<file path="src/hdl/spm_pkg.sv">
`timescale 1ns / 1ps
// ----------------------------------------------------------------------------
// spm_pkg
// Shared types and constants for the slotted page manager.
// ----------------------------------------------------------------------------
package spm_pkg;

    localparam int PAGE_BYTES = 4096;
    localparam int MAX_SLOTS  = 256;
    localparam int SLOT_BYTES = 4;
    localparam int TID_BYTES  = 8;
    localparam int QDEPTH     = 2;

    localparam int SLOT_W  = 8;                       // slot id
    localparam int CNT_W   = 9;                       // slot count, holds MAX_SLOTS
    localparam int OFF_W   = 13;                      // offset / length
    localparam int ADDR_W  = 12;                      // byte memory address
    localparam int TIDX_W  = $clog2(TID_BYTES);

    typedef enum logic [2:0] {
        CMD_STORE_NEW     = 3'd0,
        CMD_STORE_REPLACE = 3'd1,
        CMD_REDIRECT      = 3'd2,
        CMD_REMOVE        = 3'd3,
        CMD_READ_SLOT     = 3'd4,
        CMD_CHECK_FREE    = 3'd5,
        CMD_WRITE_BYTE    = 3'd6,
        CMD_READ_BYTE     = 3'd7
    } t_cmd;

    typedef enum logic [1:0] {
        ST_OK       = 2'd0,
        ST_NO_SPACE = 2'd1,
        ST_RANGE    = 2'd2
    } t_status;

    typedef enum logic [1:0] {
        BS_IDLE,
        BS_EXEC,
        BS_RDB,
        BS_TID
    } t_bstate;

    typedef struct packed {
        logic [2:0]  command;
        logic [7:0]  slot_id;
        logic [12:0] length;
        logic [11:0] byte_index;
        logic [7:0]  byte_value;
        logic [63:0] tid;
    } t_in_item;

    typedef struct packed {
        logic [7:0]  result_slot;
        logic [12:0] result_offset;
        logic [12:0] result_length;
        logic [7:0]  byte_out;
        logic        fits;
        t_status     status;
    } t_out_item;

    // Decoded command as it travels from front to back.
    typedef struct packed {
        t_cmd        cmd;
        logic [7:0]  slot_id;
        logic [12:0] length;
        logic [12:0] need;        // reserved size, max(length, TID_BYTES)
        logic [11:0] byte_index;
        logic [7:0]  byte_value;
        logic [63:0] tid;
    } t_work;

endpackage

</file>
<file path="src/hdl/spm_front.sv">
`timescale 1ns / 1ps
// ----------------------------------------------------------------------------
// spm_front
// Accepts command transactions, decodes them and queues them for the back end.
// ----------------------------------------------------------------------------
module spm_front (
    input  logic              i_clk,
    input  logic              i_rst_n,
    input  logic              start,
    output logic              busy,
    input  spm_pkg::t_in_item i_item,
    output logic              o_valid,
    output spm_pkg::t_work    o_work,
    input  logic              i_pop
);
    import spm_pkg::*;

    localparam int PTR_W = $clog2(QDEPTH);

    t_work             r_q [QDEPTH];
    logic [PTR_W-1:0]  r_wp;
    logic [PTR_W-1:0]  r_rp;
    logic [PTR_W:0]    r_count;
    logic              push;
    logic              pop;
    t_work             dec;

    // decode: command type and reserved size
    always_comb begin
        dec.cmd        = t_cmd'(i_item.command);
        dec.slot_id    = i_item.slot_id;
        dec.length     = i_item.length;
        dec.need       = (i_item.length > OFF_W'(TID_BYTES)) ? i_item.length
                                                             : OFF_W'(TID_BYTES);
        dec.byte_index = i_item.byte_index;
        dec.byte_value = i_item.byte_value;
        dec.tid        = i_item.tid;
    end

    assign busy    = (r_count == (PTR_W+1)'(QDEPTH));
    assign push    = start && !busy;
    assign o_valid = (r_count != '0);
    assign pop     = i_pop && o_valid;
    assign o_work  = r_q[r_rp];

    always_ff @(posedge i_clk) begin
        if (push) begin
            r_q[r_wp] <= dec;
        end
    end

    always_ff @(posedge i_clk) begin
        if (!i_rst_n) begin
            r_wp    <= '0;
            r_rp    <= '0;
            r_count <= '0;
        end else begin
            if (push) begin
                r_wp <= r_wp + 1'b1;
            end
            if (pop) begin
                r_rp <= r_rp + 1'b1;
            end
            r_count <= r_count + (PTR_W+1)'(push) - (PTR_W+1)'(pop);
        end
    end

    a_count_bound: assert property (@(posedge i_clk) disable iff (!i_rst_n)
        r_count <= (PTR_W+1)'(QDEPTH))
        else $error("queue overflow");

    a_push_only: assert property (@(posedge i_clk) disable iff (!i_rst_n)
        (push && !pop) |=> (r_count == $past(r_count) + 1'b1))
        else $error("queue count lost a push");

    a_pop_only: assert property (@(posedge i_clk) disable iff (!i_rst_n)
        (pop && !push) |=> (r_count == $past(r_count) - 1'b1))
        else $error("queue count lost a pop");

endmodule

</file>
<file path="config.mk">
export PLATFORM = sky130hd
export DESIGN_NAME = spm_front
export DESIGN_NICKNAME = d
export VERILOG_FILES = /design/src/hdl/spm_pkg.sv /design/src/hdl/spm_front.sv
export SDC_FILE = /design/constraint.sdc
export NUM_CORES = 1
export LEC_CHECK = 0
export BUFFER_PORTS_ARGS = -buffer_cell sky130_fd_sc_hd__buf_2
export CAP_MARGIN = 20
export CORE_MARGIN = 5
export CORE_UTILIZATION = 45
export CTS_BUF_LIST = sky130_fd_sc_hd__clkbuf_2
export DETAILED_ROUTE_END_ITERATION = 10
export PLACE_DENSITY = 0.69
export REMOVE_ABC_BUFFERS = 1
export SLEW_MARGIN = 15
export SYNTH_ARGS = -nofsm -noshare
export SYNTH_HDL_FRONTEND = slang
export SYNTH_SLANG_ARGS = --single-unit
</file>
<file path="constraint.sdc">
create_clock -name i_clk -period 4.16 [get_ports i_clk]
set_input_delay 0.416 -clock i_clk [delete_from_list [all_inputs] [get_ports i_clk]]
set_output_delay 0.416 -clock i_clk [all_outputs]
set_load 0.05 [all_outputs]
</file>
* After elaboration in Yosys (flattened, before gate mapping)
Memories as Yosys holds them, arrays and structs flattened. A register that Yosys moved wholly into a read port is not among the register bits.
Index checks and enable logic that the tools add are counted.
W data, S select, Z words.
** Operators by class
- $add $sub $neg :: 4
- Multipliers :: 0
- Div/mod/pow operators :: 0
- Order comparisons :: 1
- Equal/unequal tests :: 1
- Shifts and indexed selects :: 0
- Muxes and demuxes :: 5
- Bitwise operators :: 0
- Reduce and logical (&&, ||, !) cells :: 4
** Operator list (number)
- $gt A13 B4 Y1 const B :: 1
- $mux W13 :: 1
- $mux W1 :: 4
- $add A1 B1 Y1 const B :: 2
- $add A2 B1 Y2 :: 1
- $eq A2 B2 Y1 const B :: 1
- $logic_and A1 B1 Y1 :: 2
- $reduce_bool A2 Y1 :: 1
- $sub A2 B1 Y2 :: 1
- $logic_not A1 Y1 :: 1
** Storage, ports and cells
- Bits in registers :: 4
- Bits in latches :: 0
- Memory bits (writable) :: 242
- Memory bits (read-only) :: 0
- Input bits :: 112
- Output and inout port bits :: 123
- Word-level logic and storage cells :: 19
- Memories :: 1
** Memory list
- r_q :: words 2, width 121, read ports 1, clocked after Yosys merged registers in 1, write ports 1, RTL line spm_front.sv:20 : t_work r_q [QDEPTH];

* Longest topological paths before layout
- Depth in word-level cells :: 5
- Mapped depth :: 8
- Mapped depth without buffers :: 8

* Worst setup path before layout
Ideal clock, no wire load.
- Kind :: register to register
- Start :: reg r_count[0]
- End :: mem r_q[0][0] in the netlist's numbering, enable pin
- Setup time :: 0.474 ns
- Arrival :: 3.422 ns
- Data required time :: 3.686 ns
- Slack :: 0.264 ns
- Stages on the path, launching flop included :: 5
- Buffers on the path :: 0
- Period minus slack after synthesis :: 3.896 ns
- Cells stage by stage :: dfxtp_1 -> nand2b_2 -> inv_1 -> or3_1 -> inv_1
** On the way
- Cells in the longest elaborated chain, start to end :: 5
** RTL lines
- start, declared :: RTL line spm_front.sv:23 : logic [PTR_W:0] r_count;
- start signal, assigned :: RTL line spm_front.sv:64 : r_count <= r_count + (PTR_W+1)'(push) - (PTR_W+1)'(pop);
- $eq A2 B2 Y1 :: RTL line spm_front.sv:40 : assign busy = (r_count == (PTR_W+1)'(QDEPTH));
- net busy :: RTL line spm_front.sv:10 : output logic busy,
- $logic_not A1 Y1 :: RTL line spm_front.sv:41 : assign push = start && !busy;
- $logic_and A1 B1 Y1 :: RTL line spm_front.sv:41
- $mux W1 :: RTL line spm_front.sv:47 : if (push) begin
- $mux W1 (not written as such) :: RTL line spm_front.sv:48 : r_q[r_wp] <= dec;
- end, declared :: RTL line spm_front.sv:20
The timed path passes the listed nets, and every way through them passes these cells.

==> out/results.ini <==
[outcome]
status=complete, no violations

[critical_path]
required_ps=3740
path_class=reg -> out
cpPeakStageDelay_ps=870
cp.arrival_ps=2650
cp_max_fo=59
path_cells=buf_4 -> mux2_2 -> buf_2
reg2regPathDepth=5
startpoint_type=register
cp-end-kind=output pin
r2r-end=r_q[0][45]$_DFFE_PP_
r2r-start=r_count[0]$_SDFF_PN0_
slowest_stage=dfxtp_4
ff2ff_setup_slack_ps=1780

[clock_network]
numCtsBuffers=58
cts_hold_buffers=111
cts_tree=yes
ctsResizeCount=0
post_cts_buffers=0
clockBufferDepth=3
cts.htree.levels=2
cts_root_buf=clkbuf_2
path_clk_slew_ps=120
numClockSinks=247
insertion_delay_ps=810

[timing]
min_period_over_period_pct=73.78
worst_pin_slew_ps=812.8
hold_viol=0
relSlewSlack_pct=45.81
finalMaxSlewViolations=0
finalCriticalPeriod_ps=3069
setup_viol=0
fmax_mhz=325.8
fin_skew_ps=47.43
rsz0062_at_grt=false
fin_hold_ws_ps=326.6
fin_setup_tns_ps=0

[drt]
wl_per_cell_um=16.34
drt-vias-per-instance=4.594
routed_wl_um=18420
route.detailed.drc=0
first_pass_iters=4
ant_nets=0
vias=5178
drtIter0Drc=186

[placed_design]
dp_hpwl_um=11490
port_buffers=234
gp_congestion=0.7759

[power]
power_uw=7917
ir_drop_v=0.0005763
cellLeakagePower_uw=0.004680
powerDensity_mw_per_mm2=650.7

[yosys]
synth_seq_area_share_pct=81.16
synth_area_per_cell_um2=21.56
ys_ff_latch=247
postSynthCellCount=421
ys_types=25
syn_area_mm2=0.009077
ys_warn_count=0

[flow_run]
drv_cap=0

[hold_path]
worstHoldStart=i_item[57]
min_path_type=in -> reg
hold_depth=2
whs_endpoint=r_q[0][57]$_DFFE_PP_

[floorplanning]
rows=52
dieArea_mm2=0.02311
die_height_um=152.0
num_io_pins=235
core_mm2=0.02004
start_util_pct=45.30
fp.dieW_um=152.0

[layout]
nets=923
diodes=0
area_growth_pct=34.03
layout-drive-gt1-share_pct=53.21

[grt]
grt_pass1_wl_um=29100
grtUsageTotal_pct=15.67
grt_max_degree=75
grt_pass1_vias=5751
gr-total-overflow=0
grt_antenna_before_repair=0

cells in the final DEF, fill, tap and decap left out, types with 2 or more instances in the layout:
| cell type | Yosys | routed |
|---|---|---|
| mux2_2 | 121 | 121 |
| buf_12 | 0 | 3 |
| clkbuf_2 | 0 | 84 |
| nor2_1 | 4 | 4 |
| inv_2 | 0 | 2 |
| inv_1 | 5 | 4 |
| clkinv_2 | 0 | 3 |
| buf_4 | 1 | 2 |
| edfxtp_1 | 242 | 242 |
| buf_2 | 3 | 234 |
| and2_1 | 5 | 5 |
| clkinv_1 | 0 | 18 |
| nor3_1 | 2 | 2 |
| dfxtp_1 | 5 | 4 |
| dlygate4sd3_1 | 0 | 111 |
| ha_1 | 2 | 2 |
where the power goes:
part / total, uW / switching, uW / internal [uW]
combinational: 3090 / 2200 / 886
clock: 1500 / 888 / 610
sequential: 3330 / 169 / 3170
total: 7920 / 3260 / 4660
state kept, by name (all words and copies together), names as in the netlist, named ones only:
| signal | flops |
|---|---|
| r_count | 2 |
| r_q | 242 |
| r_rp | 1 |
| r_wp | 1 |
cell families after synthesis:
family	Yosys count	share of synthesized area [%]
adders and majority gates	2	0.2756
AOI/OAI and AO/OA	4	0.2894
and+or+nand+nor	18	1.130
buffers and inverters	27	1.943
DFF	247	81.16
muxes	121	15.01
xor gates and xnor gates	2	0.1930
worst max-delay path, delay by kind of cell, from the launching register on:
kind                   cells  cell delay, ps
buffers and inverters      2             610
flip-flops                 1             870
multiplexers               1             380
routing by layer:
metal	vias up	routed length [um]	GRT usage, %
met5	-	0	0
met1	2466	7070	17.73
met4	0	415	5.950
li1	2471	-	-
met3	37	1380	5.290
met2	204	9552	27.56
area by class of cell:
cell class                      instances  area (um2)
Fill cell                            1540        7873
Sequential cell                       247        7371
Timing Repair Buffer                  350        2357
Multi-Input combinational cell        147        1539
Clock buffer                           84       420.4
Tap cell                              270       337.8
Clock inverter                         24       120.1
Inverter                                5       21.27
through the flow:
step	util (%)	area (um2)	instances	setup WS (ps)
finish	60.71	12170	1127	1091
global placement	52.47	10520	908	1866
detailed placement	52.47	10520	908	1802
CTS	60.71	12170	1127	921.6
floorplan	-	8920	399	98.96
global route	60.71	12170	1127	833.9
synth_stat cells, drive strengths merged:
cell | n | share of area [%]
and3 | 1 | 0.069
xnor2 | 1 | 0.097
o21a | 1 | 0.083
a31o | 1 | 0.097
or2 | 1 | 0.069
dfxtp | 5 | 1.1
xor2 | 1 | 0.097
and2 | 5 | 0.34
nand2b | 1 | 0.097
o21ai | 1 | 0.055
inv | 5 | 0.21
nand2 | 1 | 0.041
ha | 2 | 0.28
nor2 | 4 | 0.17
buf | 13 | 1.4
mux2 | 121 | 15
or3 | 1 | 0.069
a21oi | 1 | 0.055
nor3 | 2 | 0.11
edfxtp | 242 | 80
nand4b | 1 | 0.097
nor4 | 1 | 0.069
clkbuf | 9 | 0.37
how the worst max path moves through the flow:
| stage | start | endpoint | slack (ps) | cells after the start |
|---|---|---|---|---|
| detailed placement | start | r_q[0][80]$_DFFE_PP_ | 1800 | 5 |
| floorplan | register | o_work[0] | 100 | 1 |
| global placement | start | r_q[0][46]$_DFFE_PP_ | 1870 | 5 |
| CTS | register | o_work[38] | 920 | 3 |
| finish | register | o_work[8] | 1090 | 3 |
| global route | register | o_work[8] | 830 | 3 |
Power figures use the tool's default switching activity.
